File: config.mk
export PLATFORM = sky130hd
export DESIGN_NAME = pcr_seq
export DESIGN_NICKNAME = d
export VERILOG_FILES = /design/src/rtl/pcr_pkg.sv /design/src/rtl/pcr_seq.sv
export SDC_FILE = /design/constraint.sdc
export NUM_CORES = 1
export LEC_CHECK = 0
export ABC_AREA = 1
export BUFFER_PORTS_ARGS = -buffer_cell sky130_fd_sc_hd__buf_2
export CORE_ASPECT_RATIO = 1.25
export CORE_MARGIN = 2
export CORE_UTILIZATION = 50
export DETAILED_ROUTE_END_ITERATION = 8
export HOLD_SLACK_MARGIN = 0.05
export PLACE_DENSITY = 0.88
export SLEW_MARGIN = 30
export SYNTH_ARGS = -nofsm -noshare
export SYNTH_HDL_FRONTEND = slang
export SYNTH_SLANG_ARGS = --single-unit
File: constraint.sdc
create_clock -name clk -period 4.15 [get_ports clk]
set_input_delay 0.83 -clock clk [delete_from_list [all_inputs] [get_ports clk]]
set_output_delay 0.83 -clock clk [all_outputs]
set_load 0.02 [all_outputs]
File: src/rtl/pcr_pkg.sv
// Package for the pair-to-residue correlation block.
// Item types, commands, state encoding and sizes; no dependencies.
package pcr_pkg;

  localparam int PAIRS_MAX = 256;
  localparam int PIDX_W    = $clog2(PAIRS_MAX);
  localparam int PCNT_W    = PIDX_W + 1;
  localparam int CADDR_W   = 2 * PIDX_W;
  localparam int RES_W     = 10;
  localparam int NRES_W    = 11;
  localparam int NPAIR_W   = 9;
  localparam int VAL_W     = 16;
  localparam int ABS_W     = VAL_W + 1;
  localparam int SUM_W     = 30;
  localparam int CFG_IDX_W = 1;
  localparam int CFG_W     = 11;

  localparam logic [CFG_IDX_W-1:0] CFG_NUM_PAIRS = 1'd0;
  localparam logic [CFG_IDX_W-1:0] CFG_NUM_RES   = 1'd1;

  localparam logic [NPAIR_W-1:0] NUM_PAIRS_RST = 9'd1;
  localparam logic [NRES_W-1:0]  NUM_RES_RST   = 11'd1024;

  typedef enum logic [1:0] {
    CMD_PAIR  = 2'd0,
    CMD_CORR  = 2'd1,
    CMD_QUERY = 2'd2
  } cmd_t;

  typedef enum logic [1:0] {
    ST_IDLE,
    ST_WALK,
    ST_DRAIN,
    ST_OUT
  } state_t;

  typedef struct packed {
    logic [1:0]              cmd;
    logic [7:0]              pair_slot;
    logic [RES_W-1:0]        residue_a;
    logic [RES_W-1:0]        residue_b;
    logic [7:0]              row;
    logic [7:0]              col;
    logic signed [VAL_W-1:0] value;
  } pcr_in_t;

  typedef struct packed {
    logic [RES_W-1:0] query_a;
    logic [RES_W-1:0] query_b;
    logic [SUM_W-1:0] sum_abs;
    logic             out_of_range;
  } pcr_out_t;

  typedef struct packed {
    logic [RES_W-1:0] res_b;
    logic [RES_W-1:0] res_a;
  } pcr_pair_t;

  typedef struct packed {
    logic             clr;
    logic             acc_en;
    logic [RES_W-1:0] qa;
    logic [RES_W-1:0] qb;
  } pcr_ctl_t;

  typedef struct packed {
    logic pair_we;
    logic corr_we;
  } pcr_wr_t;

endpackage

File: src/rtl/pcr_seq.sv
// Sequencer: command decode, config registers, walk over kl < ij.
// Depends on pcr_pkg.
module pcr_seq (
  input  logic                        clk,
  input  logic                        rst_n,
  input  logic                        start,
  input  pcr_pkg::pcr_in_t            in_item,
  output logic                        busy,
  input  logic                        cfg_we,
  input  logic [pcr_pkg::CFG_IDX_W-1:0] cfg_idx,
  input  logic [pcr_pkg::CFG_W-1:0]   cfg_data,
  output pcr_pkg::pcr_wr_t            wr,
  output logic                        rd_en,
  output logic [pcr_pkg::PIDX_W-1:0]  ij,
  output logic [pcr_pkg::PIDX_W-1:0]  kl,
  output pcr_pkg::pcr_ctl_t           ctl,
  output logic                        out_valid,
  output logic                        bad
);
  import pcr_pkg::*;

  state_t               state_r, state_nxt;
  logic [PIDX_W-1:0]    ij_r, ij_nxt, kl_r, kl_nxt;
  logic [PCNT_W-1:0]    n_r, n_nxt, n_calc;
  logic [RES_W-1:0]     qa_r, qa_nxt, qb_r, qb_nxt;
  logic                 bad_r, bad_nxt, bad_calc;
  logic                 iss_r;
  logic [NPAIR_W-1:0]   num_pairs_r;
  logic [NRES_W-1:0]    num_res_r;
  logic                 acc, q_go, row_end, last;

  assign acc = start && (state_r == ST_IDLE);

  always_comb begin
    q_go    = 1'b0;
    wr      = '0;
    unique case (in_item.cmd)
      CMD_PAIR:  wr.pair_we = acc && (32'(in_item.pair_slot) < PAIRS_MAX);
      CMD_CORR:  wr.corr_we = acc && (32'(in_item.row) < PAIRS_MAX)
                              && (32'(in_item.col) < PAIRS_MAX);
      CMD_QUERY: q_go = acc;
      default:   q_go = 1'b0;
    endcase
  end

  assign n_calc = (32'(num_pairs_r) > PAIRS_MAX) ? PCNT_W'(PAIRS_MAX)
                                                 : PCNT_W'(num_pairs_r);
  assign bad_calc = ({1'b0, in_item.residue_a} >= num_res_r)
                 || ({1'b0, in_item.residue_b} >= num_res_r);
  assign row_end = (kl_r == ij_r - PIDX_W'(1));
  assign last    = row_end && ((PCNT_W'(ij_r) + PCNT_W'(1)) == n_r);

  always_comb begin
    state_nxt = state_r;
    unique case (state_r)
      ST_IDLE: begin
        if (q_go) begin
          state_nxt = (bad_calc || n_calc <= PCNT_W'(1)) ? ST_OUT : ST_WALK;
        end
      end
      ST_WALK:  if (last) state_nxt = ST_DRAIN;
      ST_DRAIN: state_nxt = ST_OUT;
      ST_OUT:   state_nxt = ST_IDLE;
      default:  state_nxt = ST_IDLE;
    endcase
  end

  always_comb begin
    ij_nxt  = ij_r;
    kl_nxt  = kl_r;
    n_nxt   = n_r;
    qa_nxt  = qa_r;
    qb_nxt  = qb_r;
    bad_nxt = bad_r;
    if (q_go) begin
      ij_nxt  = PIDX_W'(1);
      kl_nxt  = '0;
      n_nxt   = n_calc;
      qa_nxt  = in_item.residue_a;
      qb_nxt  = in_item.residue_b;
      bad_nxt = bad_calc;
    end else if (state_r == ST_WALK) begin
      if (row_end) begin
        ij_nxt = ij_r + PIDX_W'(1);
        kl_nxt = '0;
      end else begin
        kl_nxt = kl_r + PIDX_W'(1);
      end
    end
  end

  always_comb begin
    busy      = (state_r != ST_IDLE);
    rd_en     = (state_r == ST_WALK);
    out_valid = (state_r == ST_OUT);
  end

  assign ij         = ij_r;
  assign kl         = kl_r;
  assign bad        = bad_r;
  assign ctl.clr    = q_go;
  assign ctl.acc_en = iss_r;
  assign ctl.qa     = qa_r;
  assign ctl.qb     = qb_r;

  always_ff @(posedge clk) begin
    if (!rst_n) begin
      state_r     <= ST_IDLE;
      iss_r       <= 1'b0;
      num_pairs_r <= NUM_PAIRS_RST;
      num_res_r   <= NUM_RES_RST;
    end else begin
      state_r <= state_nxt;
      iss_r   <= rd_en;
      if (cfg_we) begin
        unique case (cfg_idx)
          CFG_NUM_PAIRS: num_pairs_r <= cfg_data[NPAIR_W-1:0];
          CFG_NUM_RES:   num_res_r   <= cfg_data[NRES_W-1:0];
          default:       num_res_r   <= num_res_r;
        endcase
      end
    end
  end

  always_ff @(posedge clk) begin
    ij_r  <= ij_nxt;
    kl_r  <= kl_nxt;
    n_r   <= n_nxt;
    qa_r  <= qa_nxt;
    qb_r  <= qb_nxt;
    bad_r <= bad_nxt;
  end

endmodule

==> impl_metrics.py <==
metrics = {
    "yosys": {
        "netlist_area_um2": 3660,
        "yosys_warnings": 0,
        "synth_nets": 550,
        "synthDistinctLibCells": 27,
        "yosysSeqAreaShare": 0.459,
        "synth_seq_cells": 69,
        "synth.avg_cell_area_um2": 8.25,
        "synthCells": 444,
    },
    "global_route": {
        "grt_pass1_wl_mm": 13.5,
        "antenna_found_initial": 0,
        "grt_pass1_vias": 3150,
        "grt_start_max_net_pins": 32,
        "grt-ovfl-total": 0,
        "grt_usage": 0.216,
    },
    "timing": {
        "finalCriticalPeriod_ns": 2.47,
        "period_share": 0.595,
        "slew_headroom": 0.634,
        "finalHoldViolations": 0,
        "tns_ns": 0,
        "worstMarginPinSlew_ns": 0.548,
        "fmax_mhz": 405,
        "finalSetupViolCount": 0,
        "slew_violations": 0,
        "skew_ns": 0.00604,
        "rsz0062_at_grt": "false",
    },
    "floorplan": {
        "core_um2": 7020,
        "start_util": 0.522,
        "die_w_um": 80.6,
        "fp-row-count": 34,
        "die-area_um2": 8030,
        "io_pins": 122,
        "die_y_um": 99.7,
    },
    "final_layout": {
        "syn2layout_area_growth_pct": 18.1,
        "fill_cells": 626,
        "fin_nets": 632,
        "drive_above_1_share": 0.203,
        "final_cells": 621,
        "diodes": 0,
    },
    "power_and_ir_drop": {
        "internal-power_mw": 1.37,
        "clkPwrFrac": 0.273,
        "vdd_drop_max_uv": 249,
        "p_leak_nw": 2.06,
        "netSwitchingFraction": 0.359,
        "combinationalPowerShare": 0.320,
        "power_density_nw_per_um2": 496,
        "seqPwrFrac": 0.407,
        "p_sw_uw": 772,
    },
    "clock_network": {
        "tritoncts": "yes",
        "cts_setup_buffers": 0,
        "clk_latency_ns": 0.34,
        "postCtsResizedCells": 0,
        "cts_hold_buf": 0,
        "cts.sinks": 69,
        "cts_buffers": 9,
        "cts.path.max_buffers": 2,
        "path_clk_slew_ns": 0.07,
        "cts-root-buf": "clkbuf_8",
        "h-tree-depth": 3,
    },
    "placed_design": {
        "io_buffer_count": 81,
        "gp_congestion": 0.906,
        "dp.cells": 605,
        "dp_hpwl_mm": 6.12,
    },
    "setup_path": {
        "ff2ff_setup_slack_ns": 1.78,
        "cp_slowest_cell": "dfxtp_1",
        "critPathKind": "flop to output pin",
        "critPathMaxFanout": 13,
        "required_ns": 3.32,
        "cp-start-kind": "flop",
        "cp_slowest_stage_delay_ns": 0.40,
        "critPathCaptureType": "output pin",
        "worst_path_most_repeated_cell": "inv_1",
        "arrival_ns": 1.64,
        "crit_chain": "inv_1 -> ha_1 -> nand4_1 -> buf_4 -> inv_1 -> buf_2",
    },
    "drt": {
        "antenna_left": 0,
        "drc": 0,
        "wl_mm": 7.92,
        "drt-pass1-iter-count": 4,
        "via_count": 3163,
        "via_per_inst": 5.09,
        "wl_per_cell_um": 12.8,
        "drt_iter0_markers": 96,
    },
    "flow_run": {
        "maxCapViolations": 0,
    },
    "outcome": {
        "outcome": "finished, final reports clean",
    },
    "worst_hold_path": {
        "hold_class": "flop to flop",
    },
}
-- stage by stage --
| stage | area, um2 | util | power, mW | worst slack, ns | hold slack, ns |
|---|---|---|---|---|---|
| global placement | 4110 | 0.586 | 1.54 | 1.80 | 0.419 |
| global route | 4330 | 0.616 | 2.29 | 1.56 | 0.449 |
| floorplan | 3660 | - | 1.40 | 1.19 | 0.443 |
| CTS | 4330 | 0.616 | 2.16 | 1.67 | 0.442 |
| detailed placement | 4110 | 0.586 | 1.58 | 1.78 | 0.430 |
| finish | 4330 | 0.616 | 2.15 | 1.68 | 0.448 |
-- flip-flops by register name, indices dropped and copies added (netlist names), 2 cells and up --
register / flops
ij: 8
kl: 8
n_r: 9
num_pairs_r: 9
num_res_r: 11
qa_r: 10
qb_r: 10
state_r: 2
-- cell families after synthesis --
group                      synth area share
buffers and inverters                0.0892
adders and majority gates            0.0957
DFF                                   0.459
xor gates and xnor gates             0.0335
and+or+nand+nor                       0.219
AOI/OAI and AO/OA                     0.104
-- per-layer routing --
layer | up-vias | part of all wire | track usage
met5 | - | 0 | 0
met4 | 0 | 0.019 | 0.0860
met3 | 15 | 0.041 | 0.0390
met2 | 77 | 0.54 | 0.407
met1 | 1444 | 0.40 | 0.232
li1 | 1627 | - | -
-- Yosys cell counts, drive strengths merged --
cell type / number / share of area
nor4: 1 / 0.0017
o211ai: 3 / 0.0061
dfxtp: 39 / 0.21
ha: 28 / 0.096
nand2: 85 / 0.088
or2: 3 / 0.0051
inv: 65 / 0.067
nand3b: 1 / 0.0021
o22ai: 1 / 0.0017
nand3: 32 / 0.045
buf: 6 / 0.016
o21ai: 33 / 0.045
edfxtp: 30 / 0.25
nor2: 46 / 0.055
a21oi: 37 / 0.051
xnor2: 5 / 0.012
nand4: 6 / 0.010
clkbuf: 6 / 0.0061
nor3: 8 / 0.011
xor2: 9 / 0.022
-- area by class of cell --
type / count / area (um2) / area share
inverter: 65 / 244 / 0.0564
tap: 90 / 113 / 0.0260
multi-input combinational: 298 / 1650 / 0.382
timing repair buffer: 83 / 420 / 0.0972
clock inverter: 7 / 88.8 / 0.0205
clock buffer: 9 / 124 / 0.0286
sequential: 69 / 1680 / 0.389
-- cells in the final DEF, fill, tap and decap left out, types with 4 or more instances in the layout --
master | synthesis | layout
nand2_1 | 83 | 83
buf_2 | 0 | 81
inv_1 | 63 | 63
nor2_1 | 40 | 40
dfxtp_1 | 39 | 39
a21oi_1 | 37 | 37
nand3_1 | 31 | 31
edfxtp_1 | 30 | 30
o21ai_0 | 29 | 29
ha_1 | 28 | 28
xor2_1 | 9 | 9
clkbuf_8 | 0 | 9
nor3_1 | 8 | 8
nand4_1 | 6 | 6
xnor2_1 | 5 | 5
o21ai_1 | 4 | 4
-- critical path: cells and delay by family, from the launching register on --
family                   cells  cell delay [ns]
flip-flops                   1             0.40
buffers and inverters        4             0.54
adder cells (fa/ha/maj)      1             0.25
AND/OR/NAND/NOR              1             0.10
-- power by group through the flow --
| stage | clock (mW) | combinational [mW] | sequential [mW] |
|---|---|---|---|
| after floorplan | 0 | 0.482 | 0.914 |
| after global placement | 0 | 0.658 | 0.885 |
| after detailed placement | 0 | 0.688 | 0.888 |
| after CTS | 0.595 | 0.693 | 0.874 |
| after global routing | 0.622 | 0.781 | 0.887 |
| final | 0.585 | 0.687 | 0.874 |
-- final timing paths --
path / startpoint / endpoint / cells past startpoint
setup / recovery: state_r[0]$_SDFFE_PN0P_ / ctl[21] / 6
hold / removal: num_pairs_r[8]$_SDFFE_PN0P_ / n_r[8]$_DFFE_PP_ / 0
setup reg to reg: ij[0]$_SDFFE_PP1P_ / kl[6]$_SDFFE_PP0P_ / 12
hold reg to reg: num_pairs_r[8]$_SDFFE_PN0P_ / n_r[8]$_DFFE_PP_ / 0
No activity file was read; power rests on OpenSTA's default activity.
